--- src/hdl/igf_ram.sv ---
// ----------------------------------------------------------------------------
// igf_ram
// Generic simple dual-port RAM: one write port, one registered read port.
// ----------------------------------------------------------------------------
module igf_ram #(
	parameter int WIDTH = 8,
	parameter int DEPTH = 256
) (
	input  logic                     clk,
	input  logic                     we,
	input  logic [$clog2(DEPTH)-1:0] waddr,
	input  logic [WIDTH-1:0]         wdata,
	input  logic [$clog2(DEPTH)-1:0] raddr,
	output logic [WIDTH-1:0]         rdata
);

	logic [WIDTH-1:0] mem [DEPTH];

	// write port and registered read
	always_ff @(posedge clk) begin
		if (we) begin
			mem[waddr] <= wdata;
		end
		rdata <= mem[raddr];
	end

endmodule

--- config.mk ---
export PLATFORM = sky130hd
export DESIGN_NAME = igf_ram
export DESIGN_NICKNAME = d
export VERILOG_FILES = /design/src/hdl/igf_ram.sv
export SDC_FILE = /design/constraint.sdc
export NUM_CORES = 2
export LEC_CHECK = 0
export BUFFER_PORTS_ARGS = -buffer_cell sky130_fd_sc_hd__buf_2
export CAP_MARGIN = 10
export CORE_AREA = 2 2 402 404
export CTS_CLUSTER_DIAMETER = 40
export DETAILED_ROUTE_END_ITERATION = 6
export DIE_AREA = 0 0 404 406
export PLACE_DENSITY = 0.65
export SLEW_MARGIN = 20
export SYNTH_ARGS = -nofsm -noshare
export SYNTH_HDL_FRONTEND = slang
export SYNTH_SLANG_ARGS = --single-unit
--- constraint.sdc ---
create_clock -name clk -period 5.4 [get_ports clk]
set_clock_uncertainty 0.2 [all_clocks]
set_input_delay 1.08 -clock clk [delete_from_list [all_inputs] [get_ports clk]]
set_output_delay 1.08 -clock clk [all_outputs]
set_load 0.01 [all_outputs]
==> results.yml <==
floorplan:
  dieArea_sq_um: 164000
  core_area_sq_um: 159600
  ioPinCount: 34
  fp.dieW_um: 404
  chipHeight_um: 406
  initial_core_utilization: 0.4983
  rows: 147
clock_tree:
  max-clock-path-buffers: 3
  postCtsHoldBufs: 0
  clock_sinks: 2056
  cts_htree_levels: 4
  clkSlewWorstSetupHoldPaths_ns: 0.06
  worst_skew_pair.late_latency_ns: 0.86
  post_cts_resized: 0
  post_cts_setup_driven_buffer_insertion_count: 0
  total_cts_buffers: 231
  cts_root_buffer: "sky130_fd_sc_hd__clkbuf_16"
  tritoncts: "built"
pwr:
  total_power_mw: 34.80
  power_leakage_nw: 28.32
  power_density_of_the_placed_cells_nw_per_um2: 383.7
  vdd_drop_max_mv: 0.3177
place:
  gp_congestion: 0.8477
  place_hpwl_um: 120600
  placed_area_sq_um: 82970
  count_of_port_buffers_added_during_placement: 33
sta:
  slew-limit-headroom: 0.2215
  tightest_slew_ns: 1.138
  period_share: 0.7173
  final_period_minus_worst_setup_slack_ns: 3.874
  accumulated_negative_setup_slack_ns: 0
  timing.fmax_ghz: 0.2582
  grt_setup_unrepaired: "false"
  report.final.slew_viol_count: 0
  total_setup_violations_reported_at_the_end_of_the_flow: 0
  hold_viol_final: 0
logic_synthesis:
  synth.cell_area_sq_um: 79560
  synth.top_cells.by_area: "sky130_fd_sc_hd__edfxtp_1 77%, sky130_fd_sc_hd__mux4_2 13%, sky130_fd_sc_hd__mux2i_1 1.7%"
  yosys.cell_types.count: 55
  postSynth.topFlopCell: "sky130_fd_sc_hd__edfxtp_1"
  synthDominantAreaCellType: "sky130_fd_sc_hd__edfxtp_1"
  synth_fp_nets: 3759
  synth_top_area_frac: 0.7730
  yosysWarningCount: 0
  synth_top_cells_by_count: "2,048 x sky130_fd_sc_hd__edfxtp_1, 454 x sky130_fd_sc_hd__mux4_2, 282 x sky130_fd_sc_hd__nor2_1"
  synth.yosys.seq_area_share: 0.7750
  synth.most_common_cell: "sky130_fd_sc_hd__edfxtp_1"
  synth-seq-cells: 2056
  syn_inst: 3733
  number_of_enable_type_register_cells_in_the_synthesized_netlist: 2048
  synthArstFlopShare: 0
  synth_area_per_cell_sq_um: 21.31
critical_path:
  critical-path-slowest-cell: "sky130_fd_sc_hd__nor4_1"
  critPathKind: "in -> reg"
  crit_top_cell: "sky130_fd_sc_hd__buf_4"
  crit_path_end_kind: "flop"
  max_stage_delay_ns: 0.81
  cp_cell_sequence: "buf_8 -> buf_12 -> buf_4 -> buf_4 -> mux4_2 -> a22oi_1 -> a21oi_1 -> nor4_1 -> buf_4 -> nor4_1"
  worstPathRequired_ns: 5.90
  critical_path_maximum_fanout: 73
  timing.critical_path.from_type: "primary input"
  critPathArrivalTime_ns: 4.37
global_routing:
  via_count_of_the_first_global_routing_pass: 39500
  globalRouteOverflowTotal: 0
  grt_antenna_before_repair: 11
  grt_max_degree: 148
  gr-usage-all-layers: 0.2414
  grt_pass1_wl_um: 283100
layout:
  synthToLayoutAreaGrowth_pct: 13.99
  post_route_cells_drive_above_1_share: 0.2609
  nets: 4002
  finalInstanceArea_sq_um: 90690
routing:
  total_via_count_in_the_routed_design: 39540
  drt-pass1-iter-count: 6
  routedWlPerCell_um: 31.46
  remaining_drc_errors: 0
  initial_detailed_routing_violation_count: 5041
  detail_route.vias_per_cell: 6.310
  post_detailed_route_count_of_antenna_violating_nets: 0
  totalWireLength_um: 197200
flow_run:
  drv.max_cap_violation_count: 0
worst_hold_path:
  hold_crit_path_type: "in -> reg"
run_status:
  run_status: "completed"
==> worst max-delay path: cells and delay by family <==
kind            cells  cell delay, ns
buf+inv             5            1.59
simple gates        2            0.86
compound gates      2            0.44
mux                 1            0.32
==> power breakdown <==
part | switching (mW) | internal, mW
clock | 6.53 | 8.99
combinational | 1.06 | 0.574
sequential | 0.0381 | 17.6
==> metrics by stage <==
step | worst slack [ns] | std cells | hold WS [ns] | utilization
after CTS | 1.591 | 6259 | 0.4672 | 0.5678
after floorplan | 2.182 | 3733 | 0.5699 | -
final | 1.526 | 6266 | 0.4324 | 0.5680
after global placement | 0.1268 | 5827 | 0.8304 | 0.5196
after detailed placement | 0.6951 | 5828 | 0.8762 | 0.5197
after global routing | 1.422 | 6260 | 0.4086 | 0.5679
==> state kept, by name, summed over array words and instances (netlist names) <==
register  cells
mem        2048
rdata         8
==> per-layer routing <==
metal	vias up	wire length, um	GRT usage	part of all wire
met5	-	18	0	0.000091
met4	4	5180	0.07116	0.026
met3	283	18520	0.04806	0.094
met2	1969	93510	0.3759	0.47
met1	21060	79930	0.3500	0.41
li1	16220	-	-	-
==> cell type report <==
type,count,area [sq um]
fillers,11630,68960
well taps,2086,2610
repair buffers,243,2210
clock buffers,270,5977
inverters,2,7.507
flip-flops and latches,2056,61660
diodes,6,15.01
clock inverters,161,1702
multi-input cells,1442,16510
==> worst paths after layout <==
kind,depth (start not counted),slack (ns),endpoint,start
worst min-delay path,1,0.43,mem[60][7],wdata[7]
worst max register to register,7,2.46,rdata[0],mem[161][0]
worst max-delay path,10,1.53,rdata[4],raddr[1]
worst min register to register,7,0.92,rdata[5],mem[33][5]
==> kinds of logic (layout without fill, tap and decap cells) <==
kind of cell | count (synthesis) | after routing | synth area share
other cells | 0 | 6 | 0
flops | 2056 | 2056 | 0.7750
buf+inv | 235 | 676 | 0.01831
mux | 591 | 591 | 0.1462
compound gates | 385 | 385 | 0.03419
simple gates | 466 | 466 | 0.02628
==> cell usage in the layout, fill, tap and decap left out, drive strengths merged, types with 16 or more instances in the layout <==
master / Yosys / routed
nor2b: 31 / 31
a211oi: 16 / 16
o22ai: 28 / 28
edfxtp: 2048 / 2048
nand2: 33 / 33
clkinv: 1 / 90
mux4: 456 / 456
nor3: 22 / 22
a22oi: 133 / 133
clkinvlp: 0 / 19
inv: 1 / 34
o221ai: 47 / 47
nor2: 282 / 282
mux2i: 134 / 134
a21oi: 96 / 96
buf: 122 / 241
clkbuf: 111 / 272
bufinv: 0 / 20
nand3: 34 / 34
nor4: 27 / 27
No activity file was read; power rests on OpenSTA's default activity.
