## config.mk

```make
export PLATFORM = sky130hd
export DESIGN_NAME = igf_ctrl
export DESIGN_NICKNAME = d
export VERILOG_FILES = /design/src/hdl/igf_pkg.sv /design/src/hdl/igf_ctrl.sv
export SDC_FILE = /design/constraint.sdc
export NUM_CORES = 1
export LEC_CHECK = 0
export BUFFER_PORTS_ARGS = -buffer_cell sky130_fd_sc_hd__clkbuf_2
export CAP_MARGIN = 20
export CORE_UTILIZATION = 30
export DETAILED_ROUTE_END_ITERATION = 8
export GPL_TIMING_DRIVEN = 0
export PLACE_DENSITY = 0.59
export REMOVE_ABC_BUFFERS = 1
export SLEW_MARGIN = 20
export SYNTH_ARGS = -nofsm -noshare
export SYNTH_HDL_FRONTEND = slang
export SYNTH_SLANG_ARGS = --single-unit
```

## constraint.sdc

```tcl
create_clock -name clk -period 3.7 [get_ports clk]
set_input_delay 0.37 -clock clk [delete_from_list [all_inputs] [get_ports clk]]
set_output_delay 0.37 -clock clk [all_outputs]
set_load 0.05 [all_outputs]
```

## src/hdl/igf_pkg.sv

```systemverilog
// ----------------------------------------------------------------------------
// igf_pkg
// Shared types and constants for the interval guard feasibility block.
// ----------------------------------------------------------------------------
package igf_pkg;

	// Capacity of the site store and derived widths
	localparam int MAX_SITES = 256;
	localparam int SITE_AW   = $clog2(MAX_SITES);
	localparam int CNT_W     = $clog2(MAX_SITES + 1);
	localparam int DAY_W     = 15;
	localparam int GC_W      = 16;
	localparam int SITE_W    = 2 * DAY_W;

	// One stored interval, start day in the low bits
	typedef struct packed {
		logic [DAY_W-1:0] end_day;
		logic [DAY_W-1:0] start_day;
	} site_t;

	// Memory requests from the sequencer
	typedef struct packed {
		logic               site_we;
		logic [SITE_AW-1:0] site_waddr;
		site_t              site_wdata;
		logic [SITE_AW-1:0] site_raddr;
		logic               grd_we;
		logic [SITE_AW-1:0] grd_waddr;
		logic [DAY_W-1:0]   grd_wdata;
		logic [SITE_AW-1:0] grd_raddr;
	} mem_req_t;

	// Decision handed to the output register
	typedef struct packed {
		logic valid;
		logic feasible;
		logic overflow;
	} res_t;

	// Sequencer states
	typedef enum logic [3:0] {
		ST_IDLE,
		ST_DECIDE,
		ST_SORT_KEY_RD,
		ST_SORT_KEY_LD,
		ST_SORT_RD,
		ST_SORT_CMP,
		ST_WALK_SITE_RD,
		ST_WALK_SITE_LD,
		ST_WALK_G_RD,
		ST_WALK_G_CMP,
		ST_DONE
	} state_t;

endpackage

```

## src/hdl/igf_ctrl.sv

```systemverilog
// ----------------------------------------------------------------------------
// igf_ctrl
// Load sequencer, insertion sort over the site RAM and first-fit guard walk.
// ----------------------------------------------------------------------------
module igf_ctrl (
	input  logic                     clk,
	input  logic                     arst_n,
	input  logic [igf_pkg::GC_W-1:0] guard_count,
	input  logic                     in_valid,
	output logic                     in_ready,
	input  logic                     in_carries,
	input  logic [igf_pkg::DAY_W-1:0] in_start,
	input  logic [igf_pkg::DAY_W-1:0] in_end,
	input  logic                     in_last,
	input  logic                     res_ready,
	output igf_pkg::res_t            res,
	output igf_pkg::mem_req_t        req,
	input  igf_pkg::site_t           site_rdata,
	input  logic [igf_pkg::DAY_W-1:0] grd_rdata
);
	import igf_pkg::*;

	state_t            state_q, state_d;
	logic [CNT_W-1:0]  total_q;
	logic              ovf_q;
	logic [CNT_W-1:0]  i_q;
	logic [CNT_W-1:0]  j_q;
	logic [CNT_W-1:0]  g_q;
	logic [CNT_W-1:0]  used_q;
	logic              result_q;
	site_t             key_q;
	logic [DAY_W-1:0]  cur_start_q;
	logic [DAY_W-1:0]  cur_end_q;

	logic              in_acc;
	logic              room;
	logic              trivial;
	logic              trivial_ok;
	logic              key_before;
	logic [DAY_W-1:0]  guard_end;
	logic              guard_busy;
	logic [CNT_W-1:0]  g_inc;
	logic              guards_out;
	logic [CNT_W-1:0]  j_dec;

	assign in_acc = in_valid && in_ready;
	assign room   = (total_q < CNT_W'(MAX_SITES));

	// shortcut decisions that need no walk
	assign trivial    = (total_q == '0) || (guard_count == '0) ||
	                    (guard_count > GC_W'(total_q));
	assign trivial_ok = (total_q == '0) || (guard_count != '0);

	// sort order: start day, then end day
	assign key_before = (key_q.start_day < site_rdata.start_day) ||
	                    ((key_q.start_day == site_rdata.start_day) &&
	                     (key_q.end_day < site_rdata.end_day));

	// guards at or above the fill count are still free (last end zero)
	assign guard_end  = (g_q < used_q) ? grd_rdata : '0;
	assign guard_busy = (guard_end >= cur_start_q);
	assign g_inc      = g_q + CNT_W'(1);
	assign guards_out = (GC_W'(g_inc) == guard_count);
	assign j_dec      = j_q - CNT_W'(1);

	// next state
	always_comb begin
		state_d = state_q;
		case (state_q)
			ST_IDLE: begin
				if (in_acc && in_last) state_d = ST_DECIDE;
			end
			ST_DECIDE: begin
				state_d = trivial ? ST_DONE : ST_SORT_KEY_RD;
			end
			ST_SORT_KEY_RD: begin
				state_d = (i_q >= total_q) ? ST_WALK_SITE_RD : ST_SORT_KEY_LD;
			end
			ST_SORT_KEY_LD: begin
				state_d = ST_SORT_RD;
			end
			ST_SORT_RD: begin
				state_d = (j_q == '0) ? ST_SORT_KEY_RD : ST_SORT_CMP;
			end
			ST_SORT_CMP: begin
				state_d = key_before ? ST_SORT_RD : ST_SORT_KEY_RD;
			end
			ST_WALK_SITE_RD: begin
				state_d = (i_q == total_q) ? ST_DONE : ST_WALK_SITE_LD;
			end
			ST_WALK_SITE_LD: begin
				state_d = ST_WALK_G_RD;
			end
			ST_WALK_G_RD: begin
				state_d = ST_WALK_G_CMP;
			end
			ST_WALK_G_CMP: begin
				if (guard_busy) begin
					state_d = guards_out ? ST_DONE : ST_WALK_G_RD;
				end else begin
					state_d = ST_WALK_SITE_RD;
				end
			end
			ST_DONE: begin
				if (res_ready) state_d = ST_IDLE;
			end
			default: state_d = ST_IDLE;
		endcase
	end

	// outputs: handshake, result and memory requests
	always_comb begin
		in_ready     = 1'b0;
		res.valid    = 1'b0;
		res.feasible = result_q;
		res.overflow = ovf_q;
		req          = '0;
		case (state_q)
			ST_IDLE: begin
				in_ready                 = 1'b1;
				req.site_we              = in_acc && in_carries && room;
				req.site_waddr           = total_q[SITE_AW-1:0];
				req.site_wdata.start_day = in_start;
				req.site_wdata.end_day   = in_end;
			end
			ST_SORT_KEY_RD: begin
				req.site_raddr = i_q[SITE_AW-1:0];
			end
			ST_SORT_RD: begin
				req.site_raddr = j_dec[SITE_AW-1:0];
				req.site_we    = (j_q == '0);
				req.site_waddr = '0;
				req.site_wdata = key_q;
			end
			ST_SORT_CMP: begin
				req.site_we    = 1'b1;
				req.site_waddr = j_q[SITE_AW-1:0];
				req.site_wdata = key_before ? site_rdata : key_q;
			end
			ST_WALK_SITE_RD: begin
				req.site_raddr = i_q[SITE_AW-1:0];
			end
			ST_WALK_G_RD: begin
				req.grd_raddr = g_q[SITE_AW-1:0];
			end
			ST_WALK_G_CMP: begin
				req.grd_we    = !guard_busy;
				req.grd_waddr = g_q[SITE_AW-1:0];
				req.grd_wdata = cur_end_q;
			end
			ST_DONE: begin
				res.valid = 1'b1;
			end
			default: ;
		endcase
	end

	// control registers
	always_ff @(posedge clk or negedge arst_n) begin
		if (!arst_n) begin
			state_q  <= ST_IDLE;
			total_q  <= '0;
			ovf_q    <= 1'b0;
			i_q      <= '0;
			j_q      <= '0;
			g_q      <= '0;
			used_q   <= '0;
			result_q <= 1'b0;
		end else begin
			state_q <= state_d;
			case (state_q)
				ST_IDLE: begin
					if (in_acc && in_carries) begin
						if (room) total_q <= total_q + CNT_W'(1);
						else      ovf_q   <= 1'b1;
					end
				end
				ST_DECIDE: begin
					result_q <= trivial_ok;
					i_q      <= CNT_W'(1);
				end
				ST_SORT_KEY_RD: begin
					if (i_q >= total_q) begin
						i_q    <= '0;
						used_q <= '0;
					end
				end
				ST_SORT_KEY_LD: begin
					j_q <= i_q;
				end
				ST_SORT_RD: begin
					if (j_q == '0) i_q <= i_q + CNT_W'(1);
				end
				ST_SORT_CMP: begin
					if (key_before) j_q <= j_dec;
					else            i_q <= i_q + CNT_W'(1);
				end
				ST_WALK_SITE_RD: begin
					if (i_q == total_q) result_q <= 1'b1;
				end
				ST_WALK_SITE_LD: begin
					g_q <= '0;
				end
				ST_WALK_G_CMP: begin
					if (guard_busy) begin
						g_q <= g_inc;
						if (guards_out) result_q <= 1'b0;
					end else begin
						if (g_q == used_q) used_q <= used_q + CNT_W'(1);
						i_q <= i_q + CNT_W'(1);
					end
				end
				ST_DONE: begin
					if (res_ready) begin
						total_q <= '0;
						ovf_q   <= 1'b0;
					end
				end
				default: ;
			endcase
		end
	end

	// payload registers
	always_ff @(posedge clk) begin
		if (state_q == ST_SORT_KEY_LD) begin
			key_q <= site_rdata;
		end
		if (state_q == ST_WALK_SITE_LD) begin
			cur_start_q <= site_rdata.start_day;
			cur_end_q   <= site_rdata.end_day;
		end
	end

endmodule

```

==> flow_summary_export.csv <==
group,metric,value,unit
synth,avgSynthCellArea,8.85,sq um
global_routing,grt_start_max_net_pins,42,
job,maxCapViolCount,0,
synth,ys_types,68,
routing,drt_iter0_drc,541,
floorplanning,start_util,30.9,%
worst_setup_path,worstSetupStartpoint,"g_q[1]",
synth,synth_edf_count,60,
synth,synth_area_leader_cell,"edfxtp_1",
floorplanning,dieArea,0.0268,sq mm
timing,grt_setup_unrepaired,"true",
layout,n_antenna_cell,0,
layout,seqCellArea,0.00308,sq mm
clocking,h-tree-depth,3,
routing,routed_wl,24200,um
layout,fill_cells,2579,
floorplanning,core_area,0.0255,sq mm
placed_design,gp_congestion,0.842,
worst_setup_path,r2r_start,"g_q[1]",
placed_design,portBuffers,179,
routing,dr_total_vias,7364,
synth,synthFlopType,"edfxtp_1",
routing,antenna_left,0,
synth,ys_top_cells_by_area,"edfxtp_1 (23%), dfrtp_1 (16%), ha_1 (12%)",
clocking,clk_pin_slew,100,ps
global_routing,grt_overflow,0,
worst_setup_path,rr_worst_depth,17,
worst_setup_path,worstPathMaxFanout,7,
global_routing,grt_pass1_wl,37200,um
clocking,cts_tree,"yes",
worst_setup_path,r2r_end,"i_q[0]",
layout,final_layout_size_suffix_gt1_share,27.3,%
routing,viasPerCell,5.21,
layout,finalNetCount,1252,
synth,async_reset_ff_share,45.9,%
synth,netlist_area,0.00786,sq mm
routing,drc,0,
floorplanning,fp.dieH,164,um
clocking,insertion_delay,380,ps
worst_setup_path,required,3330,ps
placed_design,placed_area,0.00922,sq mm
worst_setup_path,rrSetupSlack,-70,ps
timing,finalSetupViolations,2,
worst_setup_path,crit_end,"req[31]",
timing,fin_skew,17.5,ps
floorplanning,ios,180,
worst_setup_path,cp-end-kind,"primary output",
timing,fin_crit,3770,ps
synth,seq_area_frac_synth,39.2,%
timing,setup_slack,-69.5,ps
layout,fin_area,0.0102,sq mm
clocking,max-clock-path-buffers,2,
layout,area_growth,29.7,%
placed_design,dp_slack,-1140,ps
timing,slew_headroom,33.5,%
timing,whs,212,ps
synth,ys_ff_latch,111,
layout,layout_commonest_cell,"clkbuf_2",
synth,yosysWarningCount,0,
timing,post-route-period-util,102,%
layout,layout_common_cells,"clkbuf_2 (158), inv_1 (98), ha_1 (72)",
global_routing,grt_usage,17.9,%
timing,slew_viol_final,0,
placed_design,hpwl,17300,um
synth,syn_inst,888,
global_routing,grt_pass1_vias,6863,
pwr,pwr_density_cell,689,mW/mm^2
worst_hold_path,hold_path.class,"in2reg",
pwr,p_total,0.00703,W
worst_setup_path,critPathLaunchType,"flip-flop",
routing,avgRoutedWirePerCell,17.1,um
timing,worst_pin_slew,983,ps
floorplanning,rows,58,
timing,tns,-138,ps
run_status,status,"complete, but fails checks",
worst_setup_path,crit_type,"reg2out",
layout,multi_input_area,0.00456,sq mm
timing,max_freq,265,MHz
synth,yosys.area.top_type_share,22.9,%
worst_setup_path,arrival,3400,ps
clocking,cts-root-buf,"clkbuf_16",
routing,drtPass1Iterations,5,
timing,hold_viol,0,
pwr,vdd_ir_drop_max,0.485,mV
clocking,cts_sinks,111,
run_status,violations,"negative setup slack",
clocking,cts_buffers,9,
global_routing,antenna_found_initial,0,
pwr,cellLeakagePower,4.63,nW
floorplanning,die_w,164,um
Yosys cell counts, types with 2 or more instances:
master and n:
ha_1 77, and4_1 4, buf_1 5, dfrtp_1 51, nand2_1 71, nand2b_1 9
a221o_1 2, a31oi_1 8, nor4_1 9, o21ai_1 2, or2_2 2, a2111oi_0 2
nand3_1 29, a21o_1 5, a22oi_1 34, o22ai_1 6, xor2_1 6, o21ai_0 91
edfxtp_1 60, a211oi_1 4, nand3b_1 4, and2_1 31, inv_1 101, nor2b_1 7
or4b_1 2, mux2_2 2, nor2_1 51, clkbuf_1 34, a22o_1 7, or4_1 5
o31ai_1 6, o311ai_0 4, nand4_1 15, xnor2_1 21, o211ai_1 3, and3_1 9
nor3b_1 15, or3_1 9, nor3_1 11, buf_4 2, a21oi_1 44, o21a_1 2
metrics by stage:
stage          instances  utilization [%]
2_1_floorplan        845                -
3_3_place_gp        1354             35.3
3_5_place_dp        1365             36.2
4_1_cts             1396             38.6
5_1_grt             1413             40.0
6_report            1413             40.0
state kept, by name, summed over array words and instances (netlist names):
register,cells
i_q,9
result_q,1
cur_start_q,15
ovf_q,1
key_q,30
cur_end_q,15
total_q,9
state_q,4
j_q,9
used_q,9
g_q,9
worst max-delay path, cell delays in order (launching register included):
cell,delay (ps)
dfrtp_2,450
ha_4,250
nor2b_4,120
o21a_1,160
o21ai_1,160
a21oi_2,70
o21ai_2,150
a21oi_4,130
nor3b_1,290
ha_1,310
a21oi_1,180
o21ai_2,100
a21oi_2,190
o31ai_4,120
nor2_4,170
buf_8,190
kinds of logic (layout without fill, tap and decap cells):
group                      Yosys count  in the layout  share of synthesized area (%)
AOI/OAI and AO/OA                  232            234                           18.2
xor gates and xnor gates            27             27                           3.01
adders and majority gates           77             77                           12.3
buffers and inverters              144            337                           7.08
DFF                                111            111                           39.2
muxes                                4              4                          0.557
and+or+nand+nor                    293            293                           19.7
how the worst min path moves through the flow:
stage                        start            end  depth (start not counted)
global route        site_rdata[26]  cur_end_q[11]                          1
floorplan                   arst_n         g_q[0]                          0
finish              site_rdata[29]      key_q[29]                          1
detailed placement          arst_n         g_q[1]                          1
global placement         used_q[1]      used_q[1]                          2
CTS                 site_rdata[18]   cur_end_q[3]                          1
layer usage:
metal	part of all wire [%]	vias up	track usage, %
met4	1.7	0	6.36
li1	-	3582	-
met1	46	3521	24.2
met5	0	-	0
met2	47	234	29.0
met3	5.5	27	2.80
area by class of cell:
type,count,share of cell area [%]
clock buffer,9,2.21
clock inverter,7,0.896
inverter,101,3.72
multi-input combinational,635,44.7
sequential,111,30.2
tap,330,4.05
timing repair buffer,220,14.2
where the power goes:
part	total (W)	switching, W	internal, W
registers	0.00185	0.000312	0.00154
clock network	0.00106	0.000569	0.000492
logic	0.00411	0.00269	0.00142
total	0.00703	0.00357	0.00346
repair_timing:
item	in CTS	in global routing
setup endpoints to repair	64	61
hold buffers	1	0
endpoints found under the hold margin	10	0
resized for setup	42	96
pin swaps	14	14
gates cloned	1	3
buffers inserted	13	14
No activity file was read; power rests on OpenSTA's default activity.
